===== src/rtl/arm_capture_balance_safety_fsm_macros.svh =====
// Assertion macros used by the top-level RTL module.
`ifndef ARM_CAPTURE_BALANCE_SAFETY_FSM_MACROS_SVH
`define ARM_CAPTURE_BALANCE_SAFETY_FSM_MACROS_SVH

// Implication checked on every rising clock edge outside reset.
`define ACB_ASSERT_IMPL(label, clk, rst_n, cond, expr, msg) \
    label: assert property (@(posedge clk) disable iff (!rst_n) (cond) |-> (expr)) \
        else $error(msg);

// Next-cycle implication checked outside reset.
`define ACB_ASSERT_NEXT(label, clk, rst_n, cond, expr, msg) \
    label: assert property (@(posedge clk) disable iff (!rst_n) (cond) |=> (expr)) \
        else $error(msg);

`endif


===== src/rtl/acbs_pkg.sv =====
`default_nettype none
package acbs_pkg;

    localparam int unsigned MAX_CAPTURE_SAMPLES = 100000;
    localparam int unsigned MAX_TIMEOUT_US      = 10000000;

    localparam int unsigned CNT_W = 17;
    localparam int unsigned AGE_W = 24;

    localparam logic [2:0] MODE_DISABLED = 3'd0;
    localparam logic [2:0] MODE_READY    = 3'd1;
    localparam logic [2:0] MODE_CAPTURE  = 3'd2;
    localparam logic [2:0] MODE_BALANCE  = 3'd3;
    localparam logic [2:0] MODE_FAULT    = 3'd4;

    localparam logic [3:0] FLT_INVALID = 4'b0001;
    localparam logic [3:0] FLT_TIMEOUT = 4'b0010;
    localparam logic [3:0] FLT_CONFIG  = 4'b0100;
    localparam logic [3:0] FLT_ESCAPE  = 4'b1000;

    localparam logic [1:0] REG_CAPTURE_LIMIT = 2'd0;
    localparam logic [1:0] REG_ESCAPE_LIMIT  = 2'd1;
    localparam logic [1:0] REG_SAMPLES       = 2'd2;
    localparam logic [1:0] REG_TIMEOUT       = 2'd3;

    typedef struct packed {
        logic        arm_cmd;
        logic        fault_clr_cmd;
        logic        sample_ok;
        logic [31:0] angle_bits;
        logic [23:0] sample_age;
    } t_in;

    typedef struct packed {
        logic       balance_enable;
        logic [2:0] mode_out;
        logic [3:0] fault_bits;
    } t_out;

    // Configuration as seen by the step logic.
    typedef struct packed {
        logic [30:0] capture_angle_limit;
        logic [30:0] escape_angle_limit;
        logic [16:0] capture_samples_needed;
        logic [23:0] sample_timeout;
    } t_cfg;

endpackage
`default_nettype wire


===== src/rtl/acbs_cfg_regs.sv =====
`default_nettype none
module acbs_cfg_regs
    import acbs_pkg::*;
#(
    parameter int unsigned P_MAX_CAPTURE = MAX_CAPTURE_SAMPLES,
    parameter int unsigned P_MAX_TIMEOUT = MAX_TIMEOUT_US
) (
    input  wire logic        i_clk,
    input  wire logic        i_rst_n,
    input  wire logic        i_we,
    input  wire logic [1:0]  i_idx,
    input  wire logic [31:0] i_data,
    output t_cfg             o_cfg,
    output logic             o_limits_ok
);
    t_cfg r_cfg;
    logic r_ok;
    t_cfg n_cfg;

    always_comb begin
        n_cfg = r_cfg;
        if (i_we) begin
            unique case (i_idx)
                REG_CAPTURE_LIMIT: n_cfg.capture_angle_limit = i_data[30:0];
                REG_ESCAPE_LIMIT:  n_cfg.escape_angle_limit = i_data[30:0];
                REG_SAMPLES:       n_cfg.capture_samples_needed = i_data[16:0];
                REG_TIMEOUT:       n_cfg.sample_timeout = i_data[23:0];
                default:           n_cfg = r_cfg;
            endcase
        end
    end

    // Limit check is registered so the step path sees a single flag.
    always_ff @(posedge i_clk) begin
        if (!i_rst_n) begin
            r_cfg.capture_angle_limit    <= '0;
            r_cfg.escape_angle_limit     <= '0;
            r_cfg.capture_samples_needed <= 17'd1;
            r_cfg.sample_timeout         <= 24'd10000;
            r_ok                         <= 1'b1;
        end else begin
            r_cfg <= n_cfg;
            r_ok  <= (n_cfg.capture_samples_needed != '0)
                  && ({15'd0, n_cfg.capture_samples_needed} <= P_MAX_CAPTURE[31:0])
                  && (n_cfg.sample_timeout != '0)
                  && ({8'd0, n_cfg.sample_timeout} <= P_MAX_TIMEOUT[31:0]);
        end
    end

    assign o_cfg       = r_cfg;
    assign o_limits_ok = r_ok;
endmodule
`default_nettype wire


===== src/rtl/acbs_step.sv =====
`default_nettype none
module acbs_step
    import acbs_pkg::*;
(
    input  wire logic        i_ok_cfg,
    input  wire t_cfg        i_cfg,
    input  wire t_in         i_item,
    input  wire logic [2:0]  i_mode,
    input  wire logic [3:0]  i_faults,
    input  wire logic [16:0] i_count,
    output logic [2:0]       o_mode,
    output logic [3:0]       o_faults,
    output logic [16:0]      o_count
);
    logic [30:0] mag;
    logic        in_cap;
    logic [16:0] inc;

    assign mag    = i_item.angle_bits[30:0];
    assign in_cap = mag <= i_cfg.capture_angle_limit;
    assign inc    = (i_count < i_cfg.capture_samples_needed) ? i_count + 17'd1 : i_count;

    always_comb begin
        o_mode   = i_mode;
        o_faults = i_faults;
        o_count  = i_count;
        priority if (!i_ok_cfg) begin
            o_faults = i_faults | FLT_CONFIG;
            o_count  = '0;
            o_mode   = MODE_FAULT;
        end else if (i_mode >= MODE_FAULT) begin
            if (!i_item.arm_cmd && i_item.fault_clr_cmd) begin
                o_mode = MODE_DISABLED; o_faults = '0; o_count = '0;
            end
        end else if (!i_item.arm_cmd) begin
            o_mode = MODE_DISABLED; o_faults = '0; o_count = '0;
        end else if (!i_item.sample_ok || (i_item.angle_bits[30:23] == 8'hFF)) begin
            o_faults = i_faults | FLT_INVALID; o_count = '0; o_mode = MODE_FAULT;
        end else if (i_item.sample_age > i_cfg.sample_timeout) begin
            o_faults = i_faults | FLT_TIMEOUT; o_count = '0; o_mode = MODE_FAULT;
        end else if (i_mode == MODE_DISABLED || i_mode == MODE_READY) begin
            if (in_cap) begin
                o_count = 17'd1;
                o_mode  = (17'd1 >= i_cfg.capture_samples_needed) ? MODE_BALANCE
                                                                  : MODE_CAPTURE;
            end else begin
                o_mode = MODE_READY; o_count = '0;
            end
        end else if (i_mode == MODE_CAPTURE) begin
            if (!in_cap) begin
                o_mode = MODE_READY; o_count = '0;
            end else begin
                o_count = inc;
                if (inc >= i_cfg.capture_samples_needed) o_mode = MODE_BALANCE;
            end
        end else begin
            if (mag > i_cfg.escape_angle_limit) begin
                o_faults = i_faults | FLT_ESCAPE; o_count = '0; o_mode = MODE_FAULT;
            end
        end
    end
endmodule
`default_nettype wire


===== src/rtl/arm_capture_balance_safety_fsm.sv =====
// Arm, capture and balance safety machine. Each accepted request is one
// control sample; the block answers with exactly one result per request,
// carrying the new mode, a balance enable and the sticky fault flags. The
// step is one level of compares and a counter update between the input
// port and the result register, so a request can be taken every cycle
// while no finished result is held by a downstream stall; its result is
// registered and shown in the cycle after acceptance. Configuration
// registers (0 capture limit, 1 escape limit, 2 samples needed, 3 sample
// timeout) are written through their own valid/ready port, which is always
// ready; they should only be changed while no request is in flight.
`default_nettype none
`include "arm_capture_balance_safety_fsm_macros.svh"
module arm_capture_balance_safety_fsm
    import acbs_pkg::*;
#(
    parameter int unsigned P_MAX_CAPTURE = MAX_CAPTURE_SAMPLES,
    parameter int unsigned P_MAX_TIMEOUT = MAX_TIMEOUT_US
) (
    input  wire logic        i_clk,
    input  wire logic        i_rst_n,
    input  wire logic        i_valid,
    output logic             o_stall,
    input  wire t_in         i_data,
    output logic             o_valid,
    input  wire logic        i_stall,
    output t_out             o_data,
    input  wire logic        i_cfg_valid,
    output logic             o_cfg_ready,
    input  wire logic [1:0]  i_cfg_index,
    input  wire logic [31:0] i_cfg_data
);
    t_cfg        cfg;
    logic        limits_ok;
    logic [2:0]  r_mode, n_mode;
    logic [3:0]  r_faults, n_faults;
    logic [16:0] r_count, n_count;
    logic        r_out_valid;
    t_out        r_out;
    logic        take;

    assign o_cfg_ready = 1'b1;

    acbs_cfg_regs #(
        .P_MAX_CAPTURE(P_MAX_CAPTURE),
        .P_MAX_TIMEOUT(P_MAX_TIMEOUT)
    ) u_cfg (
        .i_clk      (i_clk),
        .i_rst_n    (i_rst_n),
        .i_we       (i_cfg_valid),
        .i_idx      (i_cfg_index),
        .i_data     (i_cfg_data),
        .o_cfg      (cfg),
        .o_limits_ok(limits_ok)
    );

    acbs_step u_step (
        .i_ok_cfg(limits_ok),
        .i_cfg   (cfg),
        .i_item  (i_data),
        .i_mode  (r_mode),
        .i_faults(r_faults),
        .i_count (r_count),
        .o_mode  (n_mode),
        .o_faults(n_faults),
        .o_count (n_count)
    );

    // The input is held off only while a finished result waits downstream.
    assign o_stall = r_out_valid && i_stall;
    assign take    = i_valid && !o_stall;

    always_ff @(posedge i_clk) begin
        if (!i_rst_n) begin
            r_mode      <= MODE_DISABLED;
            r_faults    <= '0;
            r_count     <= '0;
            r_out_valid <= 1'b0;
        end else begin
            if (take) begin
                r_mode   <= n_mode;
                r_faults <= n_faults;
                r_count  <= n_count;
            end
            if (take) begin
                r_out_valid <= 1'b1;
            end else if (!i_stall) begin
                r_out_valid <= 1'b0;
            end
        end
    end

    always_ff @(posedge i_clk) begin
        if (take) begin
            r_out.balance_enable <= (n_mode == MODE_BALANCE);
            r_out.mode_out       <= n_mode;
            r_out.fault_bits     <= n_faults;
        end
    end

    assign o_valid = r_out_valid;
    assign o_data  = r_out;

    // Balance is only shown together with its mode code.
    `ACB_ASSERT_IMPL(a_bal_mode, i_clk, i_rst_n, o_valid,
        o_data.balance_enable == (o_data.mode_out == MODE_BALANCE), "balance flag mismatch")
    // Any latched fault means fault mode.
    `ACB_ASSERT_IMPL(a_fault_mode, i_clk, i_rst_n, r_faults != 4'd0,
        r_mode == MODE_FAULT, "fault bits outside fault mode")
    // A taken request shows its result, with the new mode, on the next cycle.
    `ACB_ASSERT_NEXT(a_result, i_clk, i_rst_n, take, o_valid && o_data.mode_out == r_mode,
        "result does not follow state")
endmodule
`default_nettype wire


===== config.mk =====
export PLATFORM = sky130hd
export DESIGN_NAME = arm_capture_balance_safety_fsm
export DESIGN_NICKNAME = d
export VERILOG_FILES = /design/src/rtl/acbs_pkg.sv /design/src/rtl/acbs_cfg_regs.sv /design/src/rtl/acbs_step.sv /design/src/rtl/arm_capture_balance_safety_fsm.sv
export VERILOG_INCLUDE_DIRS = /design/src /design/src/rtl
export SDC_FILE = /design/constraint.sdc
export NUM_CORES = 1
export LEC_CHECK = 0
export BUFFER_PORTS_ARGS = -buffer_cell sky130_fd_sc_hd__buf_2
export CAP_MARGIN = 5
export CELL_PAD_IN_SITES_DETAIL_PLACEMENT = 2
export CELL_PAD_IN_SITES_GLOBAL_PLACEMENT = 2
export CORE_MARGIN = 2
export CORE_UTILIZATION = 34
export DETAILED_ROUTE_END_ITERATION = 8
export PLACE_DENSITY = 0.83
export SLEW_MARGIN = 20
export SYNTH_ARGS = -nofsm -noshare
export SYNTH_HDL_FRONTEND = slang
export SYNTH_SLANG_ARGS = --single-unit

===== constraint.sdc =====
create_clock -name i_clk -period 3.9 [get_ports i_clk]
set_input_delay 0.975 -clock i_clk [delete_from_list [all_inputs] [get_ports i_clk]]
set_output_delay 0.975 -clock i_clk [all_outputs]
set_load 0.01 [all_outputs]

-- Word level (Yosys, flattened, before mapping)
Index checks and enable logic that the tools add are counted.
- input port bits: 98
- output and inout bits: 11
- logic and storage cells: 89
- bits in registers: 137
- $add $sub $neg: 1
- equal/unequal tests: 10
- mux-type cells: 39
- magnitude comparators: 9
- reductions and logical operators: 18
- operators with widths (cell ; number):
    17-bit two-way mux ; 12
    41-bit two-way mux ; 1
    3-bit two-way mux ; 12
    4-bit two-way mux ; 9
    31-bit > comparator ; 1
    31-bit less-or-equal comparator ; 1
    24-bit > comparator ; 1
    24-bit less-or-equal comparator, second input constant ; 1
    24-bit two-way mux ; 1
    24-bit nonzero test ; 1
    17-bit by 1-bit adder with 17-bit output, second input constant ; 1
    1-bit by 17-bit greater-or-equal comparator with 1-bit output, first input constant ; 1
    17-bit greater-or-equal comparator ; 1
    17-bit less-or-equal comparator, second input constant ; 1
    17-bit < comparator ; 1
    17-bit nonzero test ; 1
    8-bit == test, second input constant ; 1
    8-bit by 2-bit inequality test with 1-bit output, second input constant ; 1
    3-bit by 2-bit == test with 1-bit output, second input constant ; 2
    1-bit logical AND ; 6
    2-bit == test, second input constant ; 2
    1-bit two-way mux ; 4
    2-bit AND reduction ; 2
    3-bit by 1-bit == test with 1-bit output, second input constant ; 1
    9 further kinds ; 12

-- Depth between registers and ports, before layout
Gate-level depths: netlist of the first run.
- depth in word-level cells: 13
- depth in mapped cells: 19
- gate-level depth less buffers: 18

-- Cells and area by module
Synthesis of the first run repeated with hierarchy kept, for this count alone.
- cells, all modules: 1237
- area, all modules: 9494.1 um2
- modules (own cells, without submodules) (module ; area each (um2) ; cells an instance ; times used):
    acbs_cfg_regs ; 4282.9 ; 533 ; 1
    acbs_step ; 3928.8 ; 584 ; 1
    arm_capture_balance_safety_fsm ; 1282.5 ; 120 ; 1

-- Least setup slack after synthesis of the first run
Ideal clock, no wire load.
- kind: reg-to-reg
- start point: register u_cfg.r_cfg (netlist bit u_cfg.o_cfg[38])
- end point: register r_mode[0]
- required time: 3.830 ns
- arrival time: 3.550 ns
- setup slack: 0.279 ns
- period minus slack after synthesis: 3.621 ns
- stages on the path, launching flop included: 18
- cells stage by stage: dfxtp_1 -> inv_1 -> ha_1 -> a21o_1 -> a21o_1 -> a21oi_1 -> and3_1 -> clkbuf_1 -> nand4_1 -> xnor2_1 -> ha_1 -> a21o_1 -> a21oi_1 -> o221ai_1 -> a211oi_1 -> o31a_1 -> or4_1 -> a21oi_1
- word-level cells in the longest chain between the ends: 12
- elaborated cells on any way between the ends: 15
- classes of those cells: 3 x order compare; 12 x mux
- ends and longest elaborated chain (item ; RTL line ; source):
    start, declared ; acbs_cfg_regs.sv:16 ; t_cfg r_cfg;
    start signal, assigned ; acbs_cfg_regs.sv:42 ; r_cfg <= n_cfg;
    17-bit < comparator ; acbs_step.sv:21 ; assign inc = (i_count < i_cfg.capture_samples_needed) ? i_count + 17'd1 : i_count;
    17-bit two-way mux ; acbs_step.sv:21 ;
    17-bit greater-or-equal comparator ; acbs_step.sv:54 ; if (inc >= i_cfg.capture_samples_needed) o_mode = MODE_BALANCE;
    3-bit two-way mux ; acbs_step.sv:54 ;
    3-bit two-way mux ; acbs_step.sv:50 ; if (!in_cap) begin
    3-bit two-way mux ; acbs_step.sv:49 ; end else if (i_mode == MODE_CAPTURE) begin
    3-bit two-way mux * ; acbs_step.sv:41 ; end else if (i_mode == MODE_DISABLED || i_mode == MODE_READY) begin
    3-bit two-way mux * ; acbs_step.sv:39 ; end else if (i_item.sample_age > i_cfg.sample_timeout) begin
    3-bit two-way mux * ; acbs_step.sv:37 ; end else if (!i_item.sample_ok || (i_item.angle_bits[30:23] == 8'hFF)) begin
    3-bit two-way mux * ; acbs_step.sv:35 ; end else if (!i_item.arm_cmd) begin
    3-bit two-way mux * ; acbs_step.sv:31 ; end else if (i_mode >= MODE_FAULT) begin
    3-bit two-way mux * ; acbs_step.sv:27 ; priority if (!i_ok_cfg) begin
    end signal, assigned ; arm_capture_balance_safety_fsm.sv:80 ; r_mode <= n_mode;
    end, declared ; arm_capture_balance_safety_fsm.sv:34 ; logic [2:0] r_mode, n_mode;
Mark *: on every way between the ends. The rest lies on a longest branch, timed or not.
A chain may end at the register's enable or synchronous reset.

-- Final worst setup path of the first run
- start point: register r_count[15]
- end point: register r_mode[0]
- word-level cells in the longest chain between the ends: 12
- elaborated cells on any way between the ends: 13
- classes of those cells: 1 x add/sub; 2 x order compare; 10 x mux
- ends and longest elaborated chain (item ; RTL line ; source):
    start, declared ; arm_capture_balance_safety_fsm.sv:36 ; logic [16:0] r_count, n_count;
    start signal, assigned ; arm_capture_balance_safety_fsm.sv:82 ; r_count <= n_count;
    17-bit by 1-bit adder with 17-bit output or 17-bit < comparator (tied branches) ; acbs_step.sv:21 ;
    17-bit two-way mux * ; acbs_step.sv:21 ;
    17-bit greater-or-equal comparator * ; acbs_step.sv:54 ;
    3-bit two-way mux * ; acbs_step.sv:54 ;
    3-bit two-way mux * ; acbs_step.sv:50 ;
    3-bit two-way mux * ; acbs_step.sv:49 ;
    3-bit two-way mux * ; acbs_step.sv:41 ;
    3-bit two-way mux * ; acbs_step.sv:39 ;
    3-bit two-way mux * ; acbs_step.sv:37 ;
    3-bit two-way mux * ; acbs_step.sv:35 ;
    3-bit two-way mux * ; acbs_step.sv:31 ;
    3-bit two-way mux * ; acbs_step.sv:27 ;
Marks and branches as above.

==> results.md, run 1 <==
- The number of synthesized flops with an enable pin is 8.
- The average vias per placed instance is 5.96.
- STA puts the critical path data arrival time at 4.64 ns.
- In this run, distinct cell masters in the synthesized netlist total 65.
- For the final routed database, the setup TNS stands at -0.989 ns.
- The count of endpoints failing hold in the final timing report was 0.
- The commonest register cell after synthesis is sky130_fd_sc_hd__dfxtp_1.
- The count of TritonRoute iterations in the first routing pass is 6.
- The total routed wirelength is 44.0 mm.
- From bottom edge to top edge, the die measures 165 µm.
- The netlist area before placement is 0.00879 mm².
- The number of buffer cells added on primary ports is 105.
- The final number of max-transition violations came to 0.
- Counting flops and latches in the post-synthesis netlist gives 137.
- The largest fanout on the critical path is 4.
- The kind of start point of the critical path is a flop.
- TritonCTS built the clock tree.
- The average instance in the mapped netlist occupies 7.60 µm².
- Entering global routing, the biggest net connects 69 pins.
- The actual slew at the worst max-slew pin is 0.880 ns.
- Broken down by cell family, the worst path's largest delay share belongs to compound AO/OA/AOI/OAI gates.
- For this block, the initial DRC count from the detailed router was 809.
- Compared with the post-synthesis result, the final layout area differs by 24.4%.
- Sequential elements use 32.1% of the synthesized area.
- The final antenna diode count is 0.
- The biggest area contributor in the post-synthesis netlist is sky130_fd_sc_hd__dfxtp_1.
- The die covers 0.0271 mm².
- In this run the register-to-register setup slack is -0.35 ns.
- After clock tree synthesis, the clock-pin slew on the worst setup and hold paths is 0.08 ns.
- Buffers inserted during clock tree synthesis total 17.
- The checks that failed: setup timing.
- After synthesis, the cell types taking the most area are sky130_fd_sc_hd__dfxtp_1 (29%), sky130_fd_sc_hd__ha_1 (17%), sky130_fd_sc_hd__nand2_1 (11%).
- The worst-case IR drop observed on VDD is 0.000236 V.
- In the final routed layout, each cell accounts on average for 26.7 µm.
- The worst path setup slack after routing is -0.353 ns.
- The via count of the first global-routing pass is 10700.
- The post-detailed-route count of antenna-violating nets is 0.
- The shortest period the worst path allows is 4.25 ns.
- Summing the areas of all compound-gate instances in the mapped netlist gives 18.1% of the synthesized area.
- Between clock sinks in the finished design, the worst skew comes to 0.0213 ns.
- The flow ran to the end, but the final reports show violations.
- The adder-cell share of the synthesized area is 17.1%.
- The number of I/O pins is 109.
- Counting along the longest clock path gives a buffer depth of 2.
- The critical path startpoint is r_count[15]$_SDFFE_PN0P_.
- For this run the aggregate overflow at the end of global routing stands at 0.
- The die is 165 µm wide.
- After detailed routing, the number of remaining DRC violations is 0.
- Along the worst hold path, the cell count comes to 2.
- Power spread over the standard cell area amounts to 350 mW/mm².
- The H-tree depth is 4.
- The required time of the critical path is 4.29 ns.
- The dominant combinational cell family by area after synthesis is simple AND/OR/NAND/NOR gates.
- The proportion of register bits with asynchronous set or reset after synthesis is 0%.
- The tightest slew margin relative to the limit is 41.3%.
- For this run, the slowest stage of the critical path takes 0.54 ns.
- The global-route usage over all layers is 31.6%.
- The top cell type's share of synthesized area is 29.4%.
- The share of the synthesized netlist area taken by xor and xnor gates is 1.50%.
- The root buffer cell is sky130_fd_sc_hd__clkbuf_16.
- The first global-routing pass estimated 64.1 mm of wire.
- The depth of the worst register-to-register path is 14.
- The synthesized netlist cell count is 1156.
- The critical path class is flop to flop.
- STA classifies the critical path endpoint as a flop.
- The layout cell share with drive strength beyond 1 is 20.5%.
- The floorplan has 58 rows.
- Setup repair after global routing could not meet its margin everywhere.
- The number of buffers and inverters on the critical path is 1.
- The tightest hold path in the finished design has a slack of 0.458 ns.
- The utilization after layout is 43.3%.
- After layout, the worst path uses 109% of the clock period.
- The worst hold path begins at u_cfg.o_cfg[28]$_SDFF_PN0_.
- Before CTS, the worst setup slack after placement is -0.103 ns.
- The portion of synthesized area spent on multiplexers is 0.356%.
- The number of nets in the layout is 1519.
- The placed wire-length estimate is 25.7 mm.
- The number of antenna violations at the first check in global routing is 0.
- The area taken by flip-flops and latches is 0.00283 mm².
- For this run, the number of Yosys warnings is 0.
- At the end of routability-driven placement, the weighted congestion stood at 0.815.
- The multi-input combinational cell area is 0.00561 mm².
- The fmax is 0.235 GHz.
- The worst hold path terminates at u_cfg.o_cfg[28]$_SDFF_PN0_.
- The largest individual stage delay along the critical path comes from the cell sky130_fd_sc_hd__or4_4.
- The signal on the critical path passes through ha_1 -> a21o_1 -> a21oi_4 -> buf_6 -> nand3_4 -> or4_4 -> nand2_1 -> ha_1 -> nand4_1 -> o221ai_2 -> a31oi_1 -> o31a_1 -> or4_4 -> a21oi_4.
- The floorplan step defined a core boundary enclosing 0.0253 mm².
- Clock tree synthesis found a total of 137 sinks.
- Across the run, the number of max-cap violations was 0.
- The hold buffer count at cts is 0.
- The number of vias in the routed layout is 9803.
- The starting density of the core is 34.8%.
- The clock insertion delay at the later pin of the skew report is 0.46 ns.
- The net count after synthesis is 1374.
- For this design the static power due to leakage is 0.00438 µW.
- Fill cells in the final layout number 2911.
- The critical register-to-register path startpoint is r_count[15]$_SDFFE_PN0P_.
- The kind of path behind the tightest hold check is flop to flop.
- The worst flop-to-flop path endpoint is r_mode[0]$_SDFFE_PN0P_.
- The post-synthesis simple-gate area fraction is 23.6%.
- Setup violations remaining at the end of the flow were counted as 3.
[final cells by class]
type	count	share of cell area, %
multi-input combinational	855	51.3
sequential	137	25.9
timing repair buffer	176	9.75
clock buffer	21	4.41
inverter	114	3.95
tap	330	3.78
clock inverter	11	0.881
[power breakdown]
group          total [µW]  leakage, µW  internal (µW)  switching [µW]
logic                 633      0.00298            217             416
clock network        1710     0.000272            946             761
registers            1490      0.00113           1460            31.9
total                3830      0.00438           2620            1210
[layer usage]
layer / up-vias / track usage, % / wire [µm]
met5: - / 0 / 0
met4: 0 / 18.5 / 2780
met3: 183 / 5.10 / 2360
met2: 442 / 55.8 / 21900
met1: 4879 / 36.0 / 16900
li1: 4299 / - / -
[worst max-delay path by stage]
stage	end	slack, ns	cells after the start
floorplan	r_mode[0]$_SDFFE_PN0P_	0.28	17
global placement	o_data[4]$_DFFE_PP_	0.02	17
CTS	r_mode[0]$_SDFFE_PN0P_	-0.002	17
finish	r_mode[0]$_SDFFE_PN0P_	-0.35	14
detailed placement	o_data[4]$_DFFE_PP_	-0.10	17
global route	r_mode[0]$_SDFFE_PN0P_	-0.40	16
[logic make-up after synthesis]
family	count (synthesis)
AND/OR/NAND/NOR	446
flip-flops	137
AO/OA/AOI/OAI	270
other	1
XOR/XNOR	15
buffers and inverters	164
adder cells (fa/ha/maj)	120
multiplexers	3
[cells in the final DEF, fill, tap and decap left out, types with 9 or more instances in the layout]
master	instances
sky130_fd_sc_hd__nor4_1	13
sky130_fd_sc_hd__inv_1	110
sky130_fd_sc_hd__buf_4	69
sky130_fd_sc_hd__nor3_1	15
sky130_fd_sc_hd__and3_1	13
sky130_fd_sc_hd__ha_1	113
sky130_fd_sc_hd__o21ai_0	21
sky130_fd_sc_hd__xnor2_1	9
sky130_fd_sc_hd__o211ai_1	13
sky130_fd_sc_hd__dfxtp_1	124
sky130_fd_sc_hd__or3_1	11
sky130_fd_sc_hd__nand4_1	33
sky130_fd_sc_hd__a21oi_1	155
sky130_fd_sc_hd__nand3_1	30
sky130_fd_sc_hd__a21o_1	9
sky130_fd_sc_hd__buf_2	105
sky130_fd_sc_hd__nor2_1	37
sky130_fd_sc_hd__clkbuf_16	18
sky130_fd_sc_hd__nand2_1	253
[registers in the layout, summed over array words and instances (netlist names)]
signal / count
o_data: 8
o_valid: 1
r_count: 17
r_faults: 4
r_mode: 3
u_cfg.o_cfg: 103
u_cfg.o_limits_ok: 1
[cells in the mapped netlist, types with 8 or more instances]
cell	instances
sky130_fd_sc_hd__nand2_1	254
sky130_fd_sc_hd__a21oi_1	162
sky130_fd_sc_hd__dfxtp_1	129
sky130_fd_sc_hd__ha_1	120
sky130_fd_sc_hd__inv_1	113
sky130_fd_sc_hd__clkbuf_1	39
sky130_fd_sc_hd__nor2_1	38
sky130_fd_sc_hd__nand4_1	33
sky130_fd_sc_hd__nand3_1	32
sky130_fd_sc_hd__o21ai_0	22
sky130_fd_sc_hd__nor3_1	17
sky130_fd_sc_hd__and3_1	14
sky130_fd_sc_hd__nor4_1	14
sky130_fd_sc_hd__o211ai_1	13
sky130_fd_sc_hd__xnor2_1	13
sky130_fd_sc_hd__or3_1	11
sky130_fd_sc_hd__a21o_1	9
sky130_fd_sc_hd__buf_1	8
sky130_fd_sc_hd__edfxtp_1	8
[tightest hold or removal path, cell delays in order (launching register included)]
cell and delay [ns]:
sky130_fd_sc_hd__dfxtp_1 0.31, sky130_fd_sc_hd__nand2_1 0.05, sky130_fd_sc_hd__a21oi_1 0.05
[repair_timing]
action / CTS / global route
gates resized for setup: 22 / 35
gates cloned: 0 / 0
pin swaps: 11 / 13
buffers inserted: 1 / 2
endpoints found under the setup margin: 3 / 3
[per-stage QoR]
stage / power (µW) / area (µm²) / instances
finish: 3830 / 10900 / 1644
global route: 3930 / 10900 / 1644
CTS: 3750 / 10700 / 1642
detailed placement: 2080 / 10000 / 1609
global placement: 2040 / 10000 / 1609
floorplan: 1830 / 8790 / 1156
(Power assumes the default switching activity.)
==> inputs of run 2 (changes only) <==
- ABC_AREA: unset -> 1
- CORE_UTILIZATION: 34 -> 33
==> run 2 against run 1 <==
The run now ends clean; sequential share of layout area is 0.34 points higher; area after synthesis is 4.3% higher; die area is 7.3% higher; count of clock-buffer cells in the layout stayed put; critical path type unchanged; critical endpoint unchanged; highest routed layer is now met5.
==> results.md, run 2 <==
- The total routed wirelength is 32.9 mm.
- The first-pass GRT wire length is 52.5 mm.
- The routing usage on met2 is 41.7%.
- Summed over all cells, the static leakage comes to 0.00536 µW.
- The arrival time reported for the critical path endpoint is 3.94 ns.
- The run finished with clean final reports.
- The post-detailed-route count of antenna-violating nets is 0.
- Clock tree synthesis found a total of 137 sinks.
- By area the synthesized netlist is led by sky130_fd_sc_hd__dfxtp_1 (28%), sky130_fd_sc_hd__ha_1 (16%), sky130_fd_sc_hd__nand2_1 (11%).
- The power per unit of standard cell area is 360 mW/mm².
- Summed over its instances, the top area cell type makes up 28.2% of the synthesized netlist area.
- Setup repair after global routing left no endpoint under its margin.
- Leaving out fill and tap cells, the most frequent cell in the layout is sky130_fd_sc_hd__nand2_1.
- After synthesis the cells add up to 0.00917 mm².
- At the end of the flow, the number of nets in the layout was 1647.
- The final number of max-transition violations is 0.
- In this run the deepest clock path goes through 2 buffers.
- After layout, the worst setup slack is 0.336 ns.
- The commonest register cell after synthesis is sky130_fd_sc_hd__dfxtp_1.
- The worst setup path is launched from a flop.
- The kind of path behind the tightest hold check is flop to flop.
- The count of TritonRoute iterations in the first routing pass is 4.
- The critical register-to-register path startpoint is u_cfg.o_cfg[40]$_SDFF_PN0_.
- Synthesis produced a netlist with a net count of 1541.
- The placed wire-length estimate is 24.8 mm.
- The TritonCTS clock tree is yes.
- The count of endpoints failing hold in the final timing report is 0.
- The routed length per placed instance is 18.1 µm.
- The number of flip-flops and latches in the synthesized netlist is 137.
- The site row count is 61.
- Clock tree synthesis inserted a total of 17 buffers.
- Sorting the synthesized cells by how often they occur yields sky130_fd_sc_hd__nand2_1 (273), sky130_fd_sc_hd__inv_1 (221), sky130_fd_sc_hd__dfxtp_1 (129).
- The number of synthesis warnings is 0.
- The fill cell instance count of the final layout is 3320.
- The global placement routability congestion is 0.796.
- For met3 alone, demand over resource in global routing was 3.75%.
- The die boundary width is 171 µm.
- The library cells used most frequently in the layout, excluding fill and tap cells, are sky130_fd_sc_hd__nand2_1 (272), sky130_fd_sc_hd__inv_1 (221), sky130_fd_sc_hd__dfxtp_1 (129).
- The setup slack of the most critical reg-to-reg path is 0.34 ns.
- The proportion of register bits with asynchronous set or reset after synthesis is 0%.
- Of all cell types, the one taking the most synthesized area is sky130_fd_sc_hd__dfxtp_1.
- Dividing the detail-routed via count by the number of cells gives 5.05.
- After detailed routing, the number of remaining DRC violations is 0.
- The endpoint type of the worst setup path is a flop.
- After synthesis, the netlist uses 46 different library cells.
- The total of max-cap violations is 0.
- The floorplan step defined a die boundary enclosing 0.0291 mm².
- The start point of the worst min-delay path is u_cfg.o_cfg[95]$_SDFFE_PN0P_.
- After the first detailed-routing iteration, the DRC count stood at 388.
- The clock reaches the later pin of the worst-skew pair after 0.44 ns.
- Synthesis handed over a netlist of 1323 instances.
- At the pin with the least slew margin, the transition time is 1.05 ns.
- The initial utilization of the core area, before any placement, comes to 33.3%.
- The maximum VDD drop is 0.000298 V.
- Entering global routing, the biggest net connects 70 pins.
- The worst-case setup slack after placement is 0.396 ns.
- The required time of the critical path is 4.28 ns.
- The sequential element share of the synthesized area is 30.8%.
- The number of antenna diodes in the final layout is 0.
- The largest fanout on the critical path is 15.
- The endpoint of the worst hold-timing path is u_cfg.o_cfg[95]$_SDFFE_PN0P_.
- The CTS clock-pin slew for the worst setup and hold paths is 0.07 ns.
- The number of setup violations in the final report is 0.
- The total overflow left after global routing is 0.
- The number of I/O pins is 109.
- The shortest period the worst path allows is 3.56 ns.
- The mean instance size in the synthesized netlist is 6.93 µm².
- The critical path class is flop to flop.
- The number of synthesized flops with an enable pin is 8.
- The hold buffer count at cts is 0.
- The register with the most flip-flops in the layout has 103 of them.
- The worst flop-to-flop path endpoint is r_mode[0]$_SDFFE_PN0P_.
- The number of antenna violations at the first check in global routing is 1.
- The placeable core region is 0.0276 mm².
- The fmax is 0.281 GHz.
- The worst-case clock skew is 0.0138 ns.
- By instance count, the leading cell after synthesis is sky130_fd_sc_hd__nand2_1.
- The tree is rooted in a sky130_fd_sc_hd__clkbuf_16.
- The global-route usage over all layers is 23.3%.
- The post-synthesis to final-layout area growth is 17.2%.
- The depth of the worst register-to-register path is 22.
- Measured against its own limit, the worst slew margin works out to 29.7%.
- The number of gates given a new drive strength after cts is 0.
- Adding up every negative setup slack in the final design gives 0 ns.
- The H-tree depth is 4.
- Global routing consumed, on the met1 layer, 29.0% of the routing resources.
- The global routing stage identified its most utilized layer as met2.
- In the final layout, the share of cells above drive strength 1 is 13.9%.
- Buffers placed on the I/O ports in this run total 105.
- The setup fix buffers added after clock tree synthesis is 0.
- The number of cells on the worst hold path is 2.
- The number of vias in the routed layout is 9188.
- After layout, the worst path uses 91.4% of the clock period.
- The via count of the first global-routing pass is 10000.
- The die height is 171 µm.
==> run 2: cell count changes after synthesis, moves of 19 or more <==
| cell | delta |
|---|---|
| sky130_fd_sc_hd__nand3_1 | +22 |
| sky130_fd_sc_hd__a21oi_1 | -37 |
| sky130_fd_sc_hd__nor2_1 | +75 |
| sky130_fd_sc_hd__nand2_1 | +19 |
| sky130_fd_sc_hd__inv_1 | +108 |
| sky130_fd_sc_hd__o21ai_0 | +101 |
==> run 2: worst max path at each step <==
stage                                     from  cells past startpoint  slack (ns)                      to
floorplan           u_cfg.o_cfg[40]$_SDFF_PN0_                     20        0.87     o_data[4]$_DFFE_PP_
global placement    u_cfg.o_cfg[34]$_SDFF_PN0_                     25        0.57  r_mode[0]$_SDFFE_PN0P_
global route        u_cfg.o_cfg[40]$_SDFF_PN0_                     23        0.02  r_mode[0]$_SDFFE_PN0P_
detailed placement  u_cfg.o_cfg[34]$_SDFF_PN0_                     25        0.40  r_mode[0]$_SDFFE_PN0P_
finish              u_cfg.o_cfg[40]$_SDFF_PN0_                     22        0.34  r_mode[0]$_SDFFE_PN0P_
CTS                 u_cfg.o_cfg[40]$_SDFF_PN0_                     23        0.22  r_mode[0]$_SDFFE_PN0P_
==> run 2: where the power goes <==
part / internal, µW / switching [µW]
combinational: 274 / 523
sequential: 1480 / 29.9
clock: 859 / 696
==> run 2: kinds of logic after synthesis <==
logic type               share of synthesized area, %
adder cells (fa/ha/maj)                          16.4
AO/OA/AOI/OAI                                    15.7
XOR/XNOR                                         1.24
AND/OR/NAND/NOR                                  24.6
buffers and inverters                            11.2
flip-flops                                       30.8
other                                          0.0409
==> run 2: final cells by class <==
type                    count  area [µm²]  area share [%]
clock buffers              21         460            4.28
clock inverters            11        87.6           0.815
inverters                 224         841            7.82
multi-input cells         922        5350            49.8
flip-flops and latches    137        2820            26.3
well taps                 378         473            4.40
repair buffers            127         716            6.66
==> run 2: metrics by stage <==
step           hold WS (ns)  area, µm²  std cells  total power, µW  util (%)
6_report              0.457      10700       1820             3860      39.0
4_1_cts               0.463      10700       1820             3900      38.9
2_1_floorplan         0.433       9170       1323             2020         -
5_1_grt               0.479      10700       1820             4080      39.0
3_5_place_dp          0.451      10200       1788             2320      37.0
3_3_place_gp          0.446      10200       1788             2260      37.0
==> run 2: critical path, stage by stage (launching register included) <==
cell	delay (ns)
sky130_fd_sc_hd__dfxtp_1	0.38
sky130_fd_sc_hd__inv_1	0.11
sky130_fd_sc_hd__ha_1	0.34
sky130_fd_sc_hd__nand2_1	0.18
sky130_fd_sc_hd__o21ai_0	0.14
sky130_fd_sc_hd__a21oi_2	0.18
sky130_fd_sc_hd__nand3_2	0.10
sky130_fd_sc_hd__buf_4	0.20
sky130_fd_sc_hd__o21ai_0	0.25
sky130_fd_sc_hd__inv_1	0.12
sky130_fd_sc_hd__ha_1	0.31
sky130_fd_sc_hd__nand2_1	0.07
sky130_fd_sc_hd__nor2_1	0.18
sky130_fd_sc_hd__nand2_1	0.10
sky130_fd_sc_hd__nor3_2	0.14
sky130_fd_sc_hd__a21oi_1	0.09
sky130_fd_sc_hd__nand3_1	0.11
sky130_fd_sc_hd__nor2_1	0.07
sky130_fd_sc_hd__nor2_1	0.13
sky130_fd_sc_hd__nand3_1	0.12
sky130_fd_sc_hd__nand3_1	0.09
sky130_fd_sc_hd__nand2_1	0.06
sky130_fd_sc_hd__inv_1	0.06
==> run 2: routing by layer <==
layer  up-vias  part of all wire (%)  wire length (µm)
met2       154                    50             16400
met4         2                   1.6               512
met5         -                 0.033                11
met1      4511                    44             14500
met3        38                   4.2              1390
li1       4483                     -                 -
